`config.mk`:
```
export PLATFORM = sky130hd
export DESIGN_NAME = distance_gain_air_lowpass_top
export DESIGN_NICKNAME = d
export VERILOG_FILES = /design/src/design/dgal_pkg.sv /design/src/design/distance_gain_air_lowpass_top.sv
export SDC_FILE = /design/constraint.sdc
export NUM_CORES = 2
export LEC_CHECK = 0
export ABC_AREA = 1
export CELL_PAD_IN_SITES_DETAIL_PLACEMENT = 2
export CELL_PAD_IN_SITES_GLOBAL_PLACEMENT = 2
export CORE_MARGIN = 4
export CORE_UTILIZATION = 41
export DETAILED_ROUTE_END_ITERATION = 10
export DONT_BUFFER_PORTS = 1
export GPL_ROUTABILITY_DRIVEN = 0
export GPL_TIMING_DRIVEN = 0
export PLACE_DENSITY_LB_ADDON = 0.12
export SETUP_SLACK_MARGIN = 0.3
export SLEW_MARGIN = 20
export SYNTH_ARGS = -nofsm -noshare
export SYNTH_HDL_FRONTEND = slang
export SYNTH_SLANG_ARGS = --single-unit
```
`constraint.sdc`:
```
create_clock -name clk -period 9.7 [get_ports clk]
set_clock_uncertainty 0.2 [all_clocks]
set_input_delay 2.91 -clock clk [delete_from_list [all_inputs] [get_ports clk]]
set_output_delay 2.91 -clock clk [all_outputs]
set_load 0.02 [all_outputs]
```
`src/design/dgal_pkg.sv`:
```
// ----------------------------------------------------------------------------
// dgal_pkg - shared constants for the distance gain and air lowpass block
// Register indexes, fixed field widths and the cutoff constant used when the
// gain and the lowpass coefficients are derived.
// ----------------------------------------------------------------------------
package dgal_pkg;

	localparam int DIST_W    = 24;
	localparam int RATE_W    = 18;
	localparam int GAIN_W    = 24;
	localparam int CFG_W     = 24;
	localparam int CFG_IDX_W = 2;

	// pi * 198000 Hz * 256, rounded
	localparam int K_W = 28;
	localparam logic [K_W-1:0] PI_CUTOFF_K = 28'd159241048;

	// Denominator K + rate * distance never reaches 2^43
	localparam int DEN_W = RATE_W + DIST_W + 1;

	// Ten metres in 1/256 m units
	localparam logic [DIST_W-1:0] NEAR_LIMIT = 24'd2560;

	localparam logic [CFG_IDX_W-1:0] REG_DISTANCE    = 2'd0;
	localparam logic [CFG_IDX_W-1:0] REG_SAMPLE_RATE = 2'd1;

	localparam logic [DIST_W-1:0] DISTANCE_RESET = 24'd256;
	localparam logic [RATE_W-1:0] RATE_RESET     = 18'd44100;

endpackage

```
`src/design/distance_gain_air_lowpass_top.sv`:
```
// ----------------------------------------------------------------------------
// distance_gain_air_lowpass_top - distance cue for one audio channel
// Scales each sample by 1/distance with saturation and, beyond ten metres,
// runs it through a first-order bilinear lowpass with a distance-set cutoff.
// ----------------------------------------------------------------------------
//  channel | signals                              | direction
//  --------+--------------------------------------+----------
//  in      | in_valid, in_stall, sample_in        | item in
//  out     | out_valid, out_stall, sample_out     | item out
//  cfg     | cfg_we, cfg_index, cfg_data          | write only
//
//  An item runs MUL_X, SCALE and DONE, adding MUL_A, MUL_B and SUM with the
//  filter, and DONE waits out any output stall; all products go through one
//  shared multiplier, one per cycle. A register write re-derives gain and
//  coefficients with a one bit per cycle divider; the same pass runs after reset.
//  in_stall is high while deriving or while an item is in work; a finished
//  item waits in the output register while the next one is taken in.
// ----------------------------------------------------------------------------
module distance_gain_air_lowpass_top
	import dgal_pkg::*;
#(
	parameter int SAMPLE_WIDTH    = 16,
	parameter int COEFF_FRAC_BITS = 16
) (
	input  logic                          clk,
	input  logic                          arst_n,
	input  logic                          in_valid,
	output logic                          in_stall,
	input  logic signed [SAMPLE_WIDTH-1:0] sample_in,
	output logic                          out_valid,
	input  logic                          out_stall,
	output logic signed [SAMPLE_WIDTH-1:0] sample_out,
	input  logic                          cfg_we,
	input  logic [CFG_IDX_W-1:0]          cfg_index,
	input  logic [CFG_W-1:0]              cfg_data
);

	localparam int SW     = SAMPLE_WIDTH;
	localparam int F      = COEFF_FRAC_BITS;
	localparam int COEF_W = F + 1;
	localparam int MA     = (SW + 1 > RATE_W + 1) ? SW + 1 : RATE_W + 1;
	localparam int MB     = (F + 2 > GAIN_W + 1) ? F + 2 : GAIN_W + 1;
	localparam int PROD_W = MA + MB;
	localparam int ACC_W  = PROD_W + 1;
	localparam int NUM_W  = ((K_W + F > DEN_W - 1) ? K_W + F : DEN_W - 1) + 1;
	localparam int CNT_W  = $clog2(NUM_W + 1);

	localparam logic [COEF_W-1:0] ONE  = {1'b1, {F{1'b0}}};
	localparam logic [ACC_W-1:0]  HALF = {{(ACC_W-1){1'b0}}, 1'b1} << (F - 1);

	localparam logic [3:0] ST_D_MUL = 4'd0;
	localparam logic [3:0] ST_DIV_G = 4'd1;
	localparam logic [3:0] ST_A_DEN = 4'd2;
	localparam logic [3:0] ST_A_NUM = 4'd3;
	localparam logic [3:0] ST_DIV_A = 4'd4;
	localparam logic [3:0] ST_IDLE  = 4'd5;
	localparam logic [3:0] ST_MUL_X = 4'd6;
	localparam logic [3:0] ST_SCALE = 4'd7;
	localparam logic [3:0] ST_MUL_A = 4'd8;
	localparam logic [3:0] ST_MUL_B = 4'd9;
	localparam logic [3:0] ST_SUM   = 4'd10;
	localparam logic [3:0] ST_DONE  = 4'd11;

	logic [3:0]        state_q;
	logic [CNT_W-1:0]  cnt_q;
	logic              out_valid_q;
	logic [DIST_W-1:0] distance_q;
	logic [RATE_W-1:0] rate_q;
	logic [SW-1:0]     prev_in_q;
	logic [SW-1:0]     prev_out_q;

	logic [SW-1:0]       x_q;
	logic [SW-1:0]       scaled_q;
	logic [SW-1:0]       res_q;
	logic [SW-1:0]       sample_out_q;
	logic [GAIN_W-1:0]   gain_q;
	logic [COEF_W-1:0]   a_q;
	logic [COEF_W-1:0]   b_q;
	logic signed [PROD_W-1:0] prod_q;
	logic signed [PROD_W-1:0] acc_q;
	logic [NUM_W-1:0]    num_q;
	logic [DEN_W-1:0]    den_q;
	logic [DEN_W-1:0]    rem_q;

	logic              cfg_hit;
	logic              in_accept;
	logic              out_free;
	logic              active;
	logic [DIST_W-1:0] d_eff;

	logic signed [MA-1:0]     mul_a;
	logic signed [MB-1:0]     mul_b;
	logic signed [PROD_W-1:0] mul_p;

	logic [DEN_W:0]   trial;
	logic             qbit;
	logic [DEN_W-1:0] rem_next;
	logic [NUM_W-1:0] num_next;
	logic [COEF_W-1:0] a_next;

	logic [SW-1:0] scale_rs;
	logic [SW-1:0] sum_rs;

	function automatic logic [SW-1:0] round_sat(input logic [ACC_W-1:0] v);
		logic signed [ACC_W-1:0] biased;
		logic signed [ACC_W-1:0] shifted;
		logic [ACC_W-SW:0]       top;
		biased  = $signed(v + HALF);
		shifted = biased >>> F;
		top     = shifted[ACC_W-1:SW-1];
		if (&top || ~|top) begin
			return shifted[SW-1:0];
		end else if (top[ACC_W-SW]) begin
			return {1'b1, {(SW-1){1'b0}}};
		end else begin
			return {1'b0, {(SW-1){1'b1}}};
		end
	endfunction

	assign cfg_hit   = cfg_we && (cfg_index == REG_DISTANCE || cfg_index == REG_SAMPLE_RATE);
	assign in_stall  = (state_q != ST_IDLE);
	assign in_accept = in_valid && !in_stall;
	assign out_free  = !out_valid_q || !out_stall;
	assign out_valid = out_valid_q;
	assign sample_out = $signed(sample_out_q);
	assign active    = distance_q > NEAR_LIMIT;
	assign d_eff     = (distance_q == '0) ? {{(DIST_W-1){1'b0}}, 1'b1} : distance_q;

	// shared multiplier operand select
	always_comb begin
		unique case (state_q)
			ST_D_MUL: begin
				mul_a = $signed({{(MA-RATE_W){1'b0}}, rate_q});
				mul_b = $signed({{(MB-DIST_W){1'b0}}, d_eff});
			end
			ST_MUL_X: begin
				mul_a = $signed({{(MA-SW){x_q[SW-1]}}, x_q});
				mul_b = $signed({{(MB-GAIN_W){1'b0}}, gain_q});
			end
			ST_MUL_A: begin
				mul_a = $signed({{(MA-SW){scaled_q[SW-1]}}, scaled_q}
					+ {{(MA-SW){prev_in_q[SW-1]}}, prev_in_q});
				mul_b = $signed({{(MB-COEF_W){1'b0}}, a_q});
			end
			ST_MUL_B: begin
				mul_a = $signed({{(MA-SW){prev_out_q[SW-1]}}, prev_out_q});
				mul_b = $signed({{(MB-COEF_W){1'b0}}, b_q});
			end
			default: begin
				mul_a = '0;
				mul_b = '0;
			end
		endcase
	end

	assign mul_p = mul_a * mul_b;

	// restoring divider step, quotient shifts into num_q
	assign trial    = {rem_q, num_q[NUM_W-1]};
	assign qbit     = trial >= {1'b0, den_q};
	assign rem_next = qbit ? DEN_W'(trial - {1'b0, den_q}) : trial[DEN_W-1:0];
	assign num_next = {num_q[NUM_W-2:0], qbit};
	assign a_next   = num_next[COEF_W-1:0];

	assign scale_rs = round_sat({prod_q[PROD_W-1], prod_q});
	assign sum_rs   = round_sat({acc_q[PROD_W-1], acc_q} + {prod_q[PROD_W-1], prod_q});

	always_ff @(posedge clk or negedge arst_n) begin
		if (!arst_n) begin
			state_q     <= ST_D_MUL;
			cnt_q       <= '0;
			out_valid_q <= 1'b0;
			distance_q  <= DISTANCE_RESET;
			rate_q      <= RATE_RESET;
			prev_in_q   <= '0;
			prev_out_q  <= '0;
		end else begin
			if (out_valid_q && !out_stall) begin
				out_valid_q <= 1'b0;
			end
			unique case (state_q)
				ST_D_MUL: begin
					cnt_q   <= CNT_W'(NUM_W);
					state_q <= ST_DIV_G;
				end
				ST_DIV_G: begin
					cnt_q <= cnt_q - CNT_W'(1);
					if (cnt_q == CNT_W'(1)) begin
						state_q <= ST_A_DEN;
					end
				end
				ST_A_DEN: begin
					state_q <= ST_A_NUM;
				end
				ST_A_NUM: begin
					cnt_q   <= CNT_W'(NUM_W);
					state_q <= ST_DIV_A;
				end
				ST_DIV_A: begin
					cnt_q <= cnt_q - CNT_W'(1);
					if (cnt_q == CNT_W'(1)) begin
						state_q <= ST_IDLE;
					end
				end
				ST_IDLE: begin
					if (in_accept) begin
						state_q <= ST_MUL_X;
					end
				end
				ST_MUL_X: begin
					state_q <= ST_SCALE;
				end
				ST_SCALE: begin
					state_q <= active ? ST_MUL_A : ST_DONE;
				end
				ST_MUL_A: begin
					state_q <= ST_MUL_B;
				end
				ST_MUL_B: begin
					state_q <= ST_SUM;
				end
				ST_SUM: begin
					prev_in_q  <= scaled_q;
					prev_out_q <= sum_rs;
					state_q    <= ST_DONE;
				end
				ST_DONE: begin
					// hold the result until the output register is free
					if (out_free) begin
						out_valid_q <= 1'b1;
						state_q     <= ST_IDLE;
					end
				end
				default: begin
					state_q <= ST_D_MUL;
				end
			endcase
			// a register write restarts the derivation
			if (cfg_hit) begin
				state_q <= ST_D_MUL;
				if (cfg_index == REG_DISTANCE) begin
					distance_q <= cfg_data[DIST_W-1:0];
				end else begin
					rate_q <= cfg_data[RATE_W-1:0];
				end
			end
		end
	end

	always_ff @(posedge clk) begin
		unique case (state_q)
			ST_D_MUL: begin
				prod_q <= mul_p;
				num_q  <= (NUM_W'(1) << (8 + F)) + NUM_W'(d_eff >> 1);
				den_q  <= DEN_W'(d_eff);
				rem_q  <= '0;
			end
			ST_DIV_G: begin
				num_q <= num_next;
				rem_q <= rem_next;
				if (cnt_q == CNT_W'(1)) begin
					gain_q <= (|num_next[NUM_W-1:GAIN_W]) ? {GAIN_W{1'b1}}
						: num_next[GAIN_W-1:0];
				end
			end
			ST_A_DEN: begin
				den_q <= DEN_W'(PI_CUTOFF_K) + {1'b0, prod_q[DEN_W-2:0]};
			end
			ST_A_NUM: begin
				num_q <= (NUM_W'(PI_CUTOFF_K) << F) + NUM_W'(den_q >> 1);
				rem_q <= '0;
			end
			ST_DIV_A: begin
				num_q <= num_next;
				rem_q <= rem_next;
				if (cnt_q == CNT_W'(1)) begin
					a_q <= a_next;
					b_q <= ONE - a_next;
				end
			end
			ST_IDLE: begin
				if (in_accept) begin
					x_q <= sample_in;
				end
			end
			ST_MUL_X: begin
				prod_q <= mul_p;
			end
			ST_SCALE: begin
				scaled_q <= scale_rs;
				res_q    <= scale_rs;
			end
			ST_MUL_A: begin
				prod_q <= mul_p;
			end
			ST_MUL_B: begin
				acc_q  <= prod_q;
				prod_q <= mul_p;
			end
			ST_SUM: begin
				res_q <= sum_rs;
			end
			ST_DONE: begin
				if (out_free) begin
					sample_out_q <= res_q;
				end
			end
			default: begin
				prod_q <= prod_q;
			end
		endcase
	end

`ifndef SYNTH
	a_rem_below_den: assert property (@(posedge clk) disable iff (!arst_n)
		(state_q == ST_DIV_G || state_q == ST_DIV_A) |-> rem_q < den_q)
		else $error("divider remainder not below divisor");

	a_coeff_sum: assert property (@(posedge clk) disable iff (!arst_n)
		(state_q == ST_IDLE) |-> ((a_q + b_q) == ONE))
		else $error("lowpass coefficients do not sum to one");

	a_state_hold: assert property (@(posedge clk) disable iff (!arst_n)
		(state_q != ST_SUM) |=> ($stable(prev_in_q) && $stable(prev_out_q)))
		else $error("filter state changed outside the filter update");

	a_busy_no_out: assert property (@(posedge clk) disable iff (!arst_n)
		(state_q != ST_DONE && !out_valid_q) |=> !out_valid_q)
		else $error("output raised without a finished item");
`endif

endmodule
```
== Word level (Yosys, flattened, before mapping) ==
Index checks and enable logic that the tools add are counted.

* Multiply operators: 1
* Bitwise logic cells: 1
* Reduce and logical (&&, ||, !) cells: 34
* Muxes and demuxes: 23
* Eq/ne operators: 18
* Add/sub/neg operators: 10
* Magnitude comparators: 2

{| class="wikitable"
|+ Operator list
! kind !! number
|-
| case mux 43 bit (2 select lines) || 2
|-
| case mux 45 bit (3 select lines) || 1
|-
| case mux 24 bit (4 select lines) || 1
|-
| case mux 19 bit (4 select lines) || 1
|-
| two-way mux 16 bit || 4
|-
| case mux 4 bit (12 select lines) || 1
|-
| adder 44 x 17 -> 45 bit (second input constant) || 1
|-
| adder 44 x 42 -> 45 bit (first input constant) || 1
|-
| adder 44 x 44 -> 45 bit || 1
|-
| adder 45 x 16 -> 45 bit (second input constant) || 1
|-
| greater-or-equal comparator 44 x 43 -> 1 bit || 1
|-
| multiplier 19 x 25 -> 44 bit || 1
|-
| adder 28 x 42 -> 43 bit (first input constant) || 1
|-
| two-way mux 43 bit || 1
|-
| subtractor 43 bit || 1
|-
| case mux 16 bit (2 select lines) || 1
|-
| AND reduction 14 bit || 2
|-
| OR reduction 14 bit || 2
|-
| adder 25 x 23 -> 26 bit (first input constant) || 1
|-
| greater-than comparator 24 x 12 -> 1 bit (second input constant) || 1
|-
| zero test 24 bit || 1
|-
| two-way mux 24 bit || 1
|-
| OR reduction 21 bit || 1
|-
| two-way mux 4 bit || 5
|-
| 26 further kinds || 55
|}

* Flip-flop bits (word level): 426
* Logic and storage cells: 108
* Output and inout port bits: 18
* Bits of input ports: 47

== Logic depth before layout (Yosys ltp) ==
* Depth in word-level cells: 7
* Mapped depth: 44
* Gate-level depth less buffers: 44

== Worst setup path after synthesis ==
Ideal clock, no wire load.

* Path kind: flip-flop to flip-flop
* From: register state_q[2]
* To: register prod_q[43], data pin
* Data arrival time: 7679 ps
* Cell stages (with the launch flop): 36
* Period minus slack after synthesis: 8131 ps
* Buffers on the path: 3
* Setup time: 252 ps
* Data required time: 9248 ps
* Setup slack: 1569 ps
* Cells stage by stage: dfrtp_1 -> nor2_1 -> inv_1 -> nor2_1 -> buf_2 -> buf_2 -> nand2_1 -> nand4_1 -> buf_2 -> nand2_1 -> fa_1 -> inv_1 -> fa_1 -> inv_1 -> fa_1 -> inv_1 -> fa_1 -> fa_1 -> fa_1 -> inv_1 -> fa_1 -> inv_1 -> ha_1 -> a21oi_1 -> inv_1 -> a21oi_1 -> o21ai_0 -> nand2_1 -> nand2_1 -> a21oi_1 -> o21bai_1 -> nand2_1 -> and3_1 -> inv_1 -> nand2_1 -> nand2_1

* Longest elaborated chain between the ends: 3

{| class="wikitable"
|+ RTL lines
! what !! line !! source
|-
| start, declared || distance_gain_air_lowpass_top.sv:64 || <nowiki>logic [3:0] state_q;</nowiki>
|-
| start signal, assigned || distance_gain_air_lowpass_top.sv:214 || <nowiki>state_q <= active ? ST_MUL_A : ST_DONE;</nowiki>
|-
| equality test 4 bit (tied with other cells) || distance_gain_air_lowpass_top.sv:131 || <nowiki>unique case (state_q)</nowiki>
|-
| case mux 19 bit (4 select lines) / case mux 24 bit (4 select lines) (equally long branches) || distance_gain_air_lowpass_top.sv:131 ||
|-
| multiplier 19 x 25 -> 44 bit * || distance_gain_air_lowpass_top.sv:156 || <nowiki>assign mul_p = mul_a * mul_b;</nowiki>
|-
| via mul_p[43] || distance_gain_air_lowpass_top.sv:93 || <nowiki>logic signed [PROD_W-1:0] mul_p;</nowiki>
|-
| end signal, assigned || distance_gain_air_lowpass_top.sv:253 || <nowiki>prod_q <= mul_p;</nowiki>
|-
| end signal, assigned || distance_gain_air_lowpass_top.sv:287 || <nowiki>prod_q <= mul_p;</nowiki>
|-
| end signal, assigned || distance_gain_air_lowpass_top.sv:294 || <nowiki>prod_q <= mul_p;</nowiki>
|-
| end, declared || distance_gain_air_lowpass_top.sv:79 || <nowiki>logic signed [PROD_W-1:0] prod_q;</nowiki>
|}

Mark *: on every way through the listed nets, which the timed path passes. The rest lies on a longest branch.
A chain may end at the register's enable or synchronous reset.

== Worst setup path in the final report ==
* From: register state_q[2]
* To: register prod_q[40], data pin

The elaborated chain is that of the path after synthesis.

==> flow_summary_export.csv <==
group,metric,value,unit
run_status,status,"finished, final reports clean",
sta,fin_crit_sh,0.9522,
sta,period_needed,9236,ps
cts,cts_inserted_buffers,49,
logic_synthesis,synth_most_common_cell,"nand2_1",
hold_path,whs_path_depth,0,
logic_synthesis,yosysWarnings,0,
cts,clock_sinks,425,
logic_synthesis,syn_nets,5873,
grt,grt_pass1_wl,268500,um
logic_synthesis,ys_ff_latch,425,
grt,antenna_found_initial,15,
cts,cts_buffer_depth,3,
cts,clk_latency,650,ps
critical_path,reg2reg_slack,460,ps
critical_path,worst_setup_path_end_kind,"flip-flop",
critical_path,r2r-end,"prod_q[40]$_DFFE_PP_",
floorplanning,die_x,326.4,um
drt,vias,37160,
drt,detail-route-antenna-nets,0,
cts,cts-root-buf,"clkbuf_16",
layout,fin_area,0.04597,sq mm
critical_path,critPathMaxFanout,10,
critical_path,cpMaxStageDelayCell,"fa_1",
sta,setup_viol,0,
drt,first_pass_iters,5,
placed_design,place_area,0.04351,sq mm
sta,rsz0062_at_grt,"yes",
critical_path,regToRegStartpoint,"state_q[2]$_DFFE_PN0P_",
logic_synthesis,ys_async_sr_fraction,0.2000,
drt,avgRoutedWirePerCell,27.39,um
critical_path,reg2regPathDepth,27,
power_and_ir_drop,ir_drop,0.0001868,V
hold_path,hold_path.class,"reg2reg",
critical_path,path_common_cell,"fa_1",
hold_path,min_to,"sample_out[9]$_DFFE_PP_",
sta,hold_viol_final,0,
sta,max_freq,108.3,MHz
logic_synthesis,yosys-top-cells-area,"edfxtp_1 (25%), fa_1 (18%), nand2_1 (12%)",
cts,hold_buffers,0,
drt,drt-total-wl,181600,um
grt,grt_max_degree,86,
drt,drtIter0Drc,2637,
layout,area_growth,10.58,%
drt,via_per_inst,5.605,
placed_design,numPortBuffers,0,
power_and_ir_drop,p_leak,22.34,nW
sta,final_max_slew_viol_count,0,
logic_synthesis,ys_types,62,
critical_path,cp-start-kind,"flip-flop",
critical_path,required,9850,ps
logic_synthesis,synth_edf_count,340,
flow_run,drv_cap,0,
grt,grt_usage,0.3351,
hold_path,min_from,"res_q[9]$_DFFE_PP_",
critical_path,cp_data_arrival_time,9390,ps
sta,max_slew_margin,0.2625,
logic_synthesis,syn_area,0.04157,sq mm
logic_synthesis,synthCells,5129,
logic_synthesis,yosysSeqAreaShare,0.2970,
logic_synthesis,synth_top_area_cell,"edfxtp_1",
floorplanning,die_area,0.1066,sq mm
logic_synthesis,ys.flop_type,"edfxtp_1",
cts,cts_htree_levels,2,
critical_path,cpPeakStageDelay,630,ps
layout,drive_gt1_frac,0.06079,
sta,hold_slack,220.5,ps
grt,gr-total-overflow,0,
drt,drc,0,
critical_path,timing.critical_path.buf_inv,9,
layout,layout.nets,5967,
floorplanning,ioPinCount,65,
logic_synthesis,syn_avg_cell_area,8.105,sq um
grt,grt_pass1_vias,42120,
cts,cts_tree,"built",
logic_synthesis,ys_top_cells_by_count,"nand2_1 (1,352), inv_1 (989), nor2_1 (430), fa_1 (375), edfxtp_1 (340)",
sta,worst_pin_slew,1098,ps
power_and_ir_drop,power_density,393.1,mW/mm^2
floorplanning,die_h,326.4,um
critical_path,critPathKind,"reg2reg",
critical_path,path_delay_family,"adder cells",
logic_synthesis,synth_top_area_frac,0.2456,
cts,path_clk_slew,70,ps
floorplanning,core,0.1003,sq mm
placed_design,dp_hpwl,148600,um
floorplanning,start_util,0.4145,
floorplanning,rows,116,
critical_path,worst-path-stages,27,
[worst max path at each step]
stage / startpoint / to
floorplan: state_q[2]$_DFFE_PN0P_ / prod_q[43]$_DFFE_PP_
global placement: state_q[3]$_DFFE_PN0P_ / prod_q[32]$_DFFE_PP_
detailed placement: state_q[3]$_DFFE_PN0P_ / prod_q[32]$_DFFE_PP_
CTS: state_q[2]$_DFFE_PN0P_ / prod_q[38]$_DFFE_PP_
global route: state_q[2]$_DFFE_PN0P_ / prod_q[38]$_DFFE_PP_
finish: state_q[2]$_DFFE_PN0P_ / prod_q[40]$_DFFE_PP_
[registers in the layout, indices dropped and copies added, names as in the netlist, 16 cells and up]
| name | cells |
|---|---|
| num_q | 45 |
| acc_q | 44 |
| prod_q | 44 |
| den_q | 43 |
| rem_q | 43 |
| distance_q | 24 |
| gain_q | 24 |
| rate_q | 18 |
| a_q | 17 |
| b_q | 16 |
| prev_in_q | 16 |
| prev_out_q | 16 |
| res_q | 16 |
| sample_out | 16 |
| scaled_q | 16 |
| x_q | 16 |
[layer usage]
metal / wire [um] / share of wire / vias up / GRT usage
met5: 85 / 0.00047 / - / 0
li1: - / - / 16400 / -
met3: 9036 / 0.050 / 400 / 0.04339
met4: 9705 / 0.053 / 12 / 0.1481
met2: 90000 / 0.50 / 1054 / 0.5953
met1: 72780 / 0.40 / 19290 / 0.4072
[cells by family (layout without fill, tap and decap cells)]
family,count (synthesis),count (layout),share of synthesized area
buffers and inverters,1126,1261,0.1036
xor gates and xnor gates,132,132,0.02781
adders and majority gates,697,697,0.2775
other,0,9,0
AOI/OAI and AO/OA,647,647,0.08788
and+or+nand+nor,2102,2102,0.2062
DFF,425,425,0.2970
[what timing repair did]
action,CTS,global route
resized for setup,85,77
buffers inserted,21,10
hold endpoints to repair,0,0
endpoints found under the setup margin,33,21
pin swaps,7,9
[cells in the final DEF (no fill, tap or decap), drive strengths merged, types with 20 or more instances in the layout]
| cell | synthesis | layout |
|---|---|---|
| a21oi | 255 | 255 |
| a31oi | 29 | 29 |
| buf | 33 | 77 |
| clkbuf | 94 | 151 |
| clkinv | 5 | 20 |
| dfrtp | 78 | 78 |
| edfxtp | 340 | 340 |
| fa | 375 | 375 |
| ha | 322 | 322 |
| inv | 994 | 995 |
| nand2 | 1371 | 1371 |
| nand3 | 145 | 145 |
| nand4 | 60 | 60 |
| nor2 | 438 | 438 |
| nor3 | 47 | 47 |
| nor4 | 21 | 21 |
| o21ai | 232 | 232 |
| xnor2 | 42 | 42 |
| xor2 | 90 | 90 |
[final cells by class]
type / count / area, sq um
Sequential cell: 425 / 12350
Timing Repair Buffer: 43 / 414.1
Clock inverter: 34 / 479.2
Fill cell: 11380 / 54320
Inverter: 999 / 3769
Clock buffer: 58 / 1270
Buffer: 127 / 656.9
Tap cell: 1357 / 1698
Antenna cell: 9 / 22.52
Multi-Input combinational cell: 3578 / 25320
[through the flow]
step / cells / setup TNS [ps] / util / worst slack [ps] / power [mW]
finish: 6630 / 0 / 0.4584 / 463.8 / 18.07
detailed placement: 6498 / -19320 / 0.4338 / -1536 / 15.34
global placement: 6486 / -21660 / 0.4314 / -1562 / 14.64
CTS: 6611 / 0 / 0.4554 / 310.0 / 17.74
global route: 6626 / 0 / 0.4583 / 181.8 / 19.41
floorplan: 5129 / 0 / - / 1569 / 10.81
[power by group]
group          switching (mW)  internal [mW]  total, mW
Combinational            8.56           3.86       12.4
Sequential              0.661           2.92       3.58
Clock                   0.879           1.19       2.07
Power figures use the tool's default switching activity.
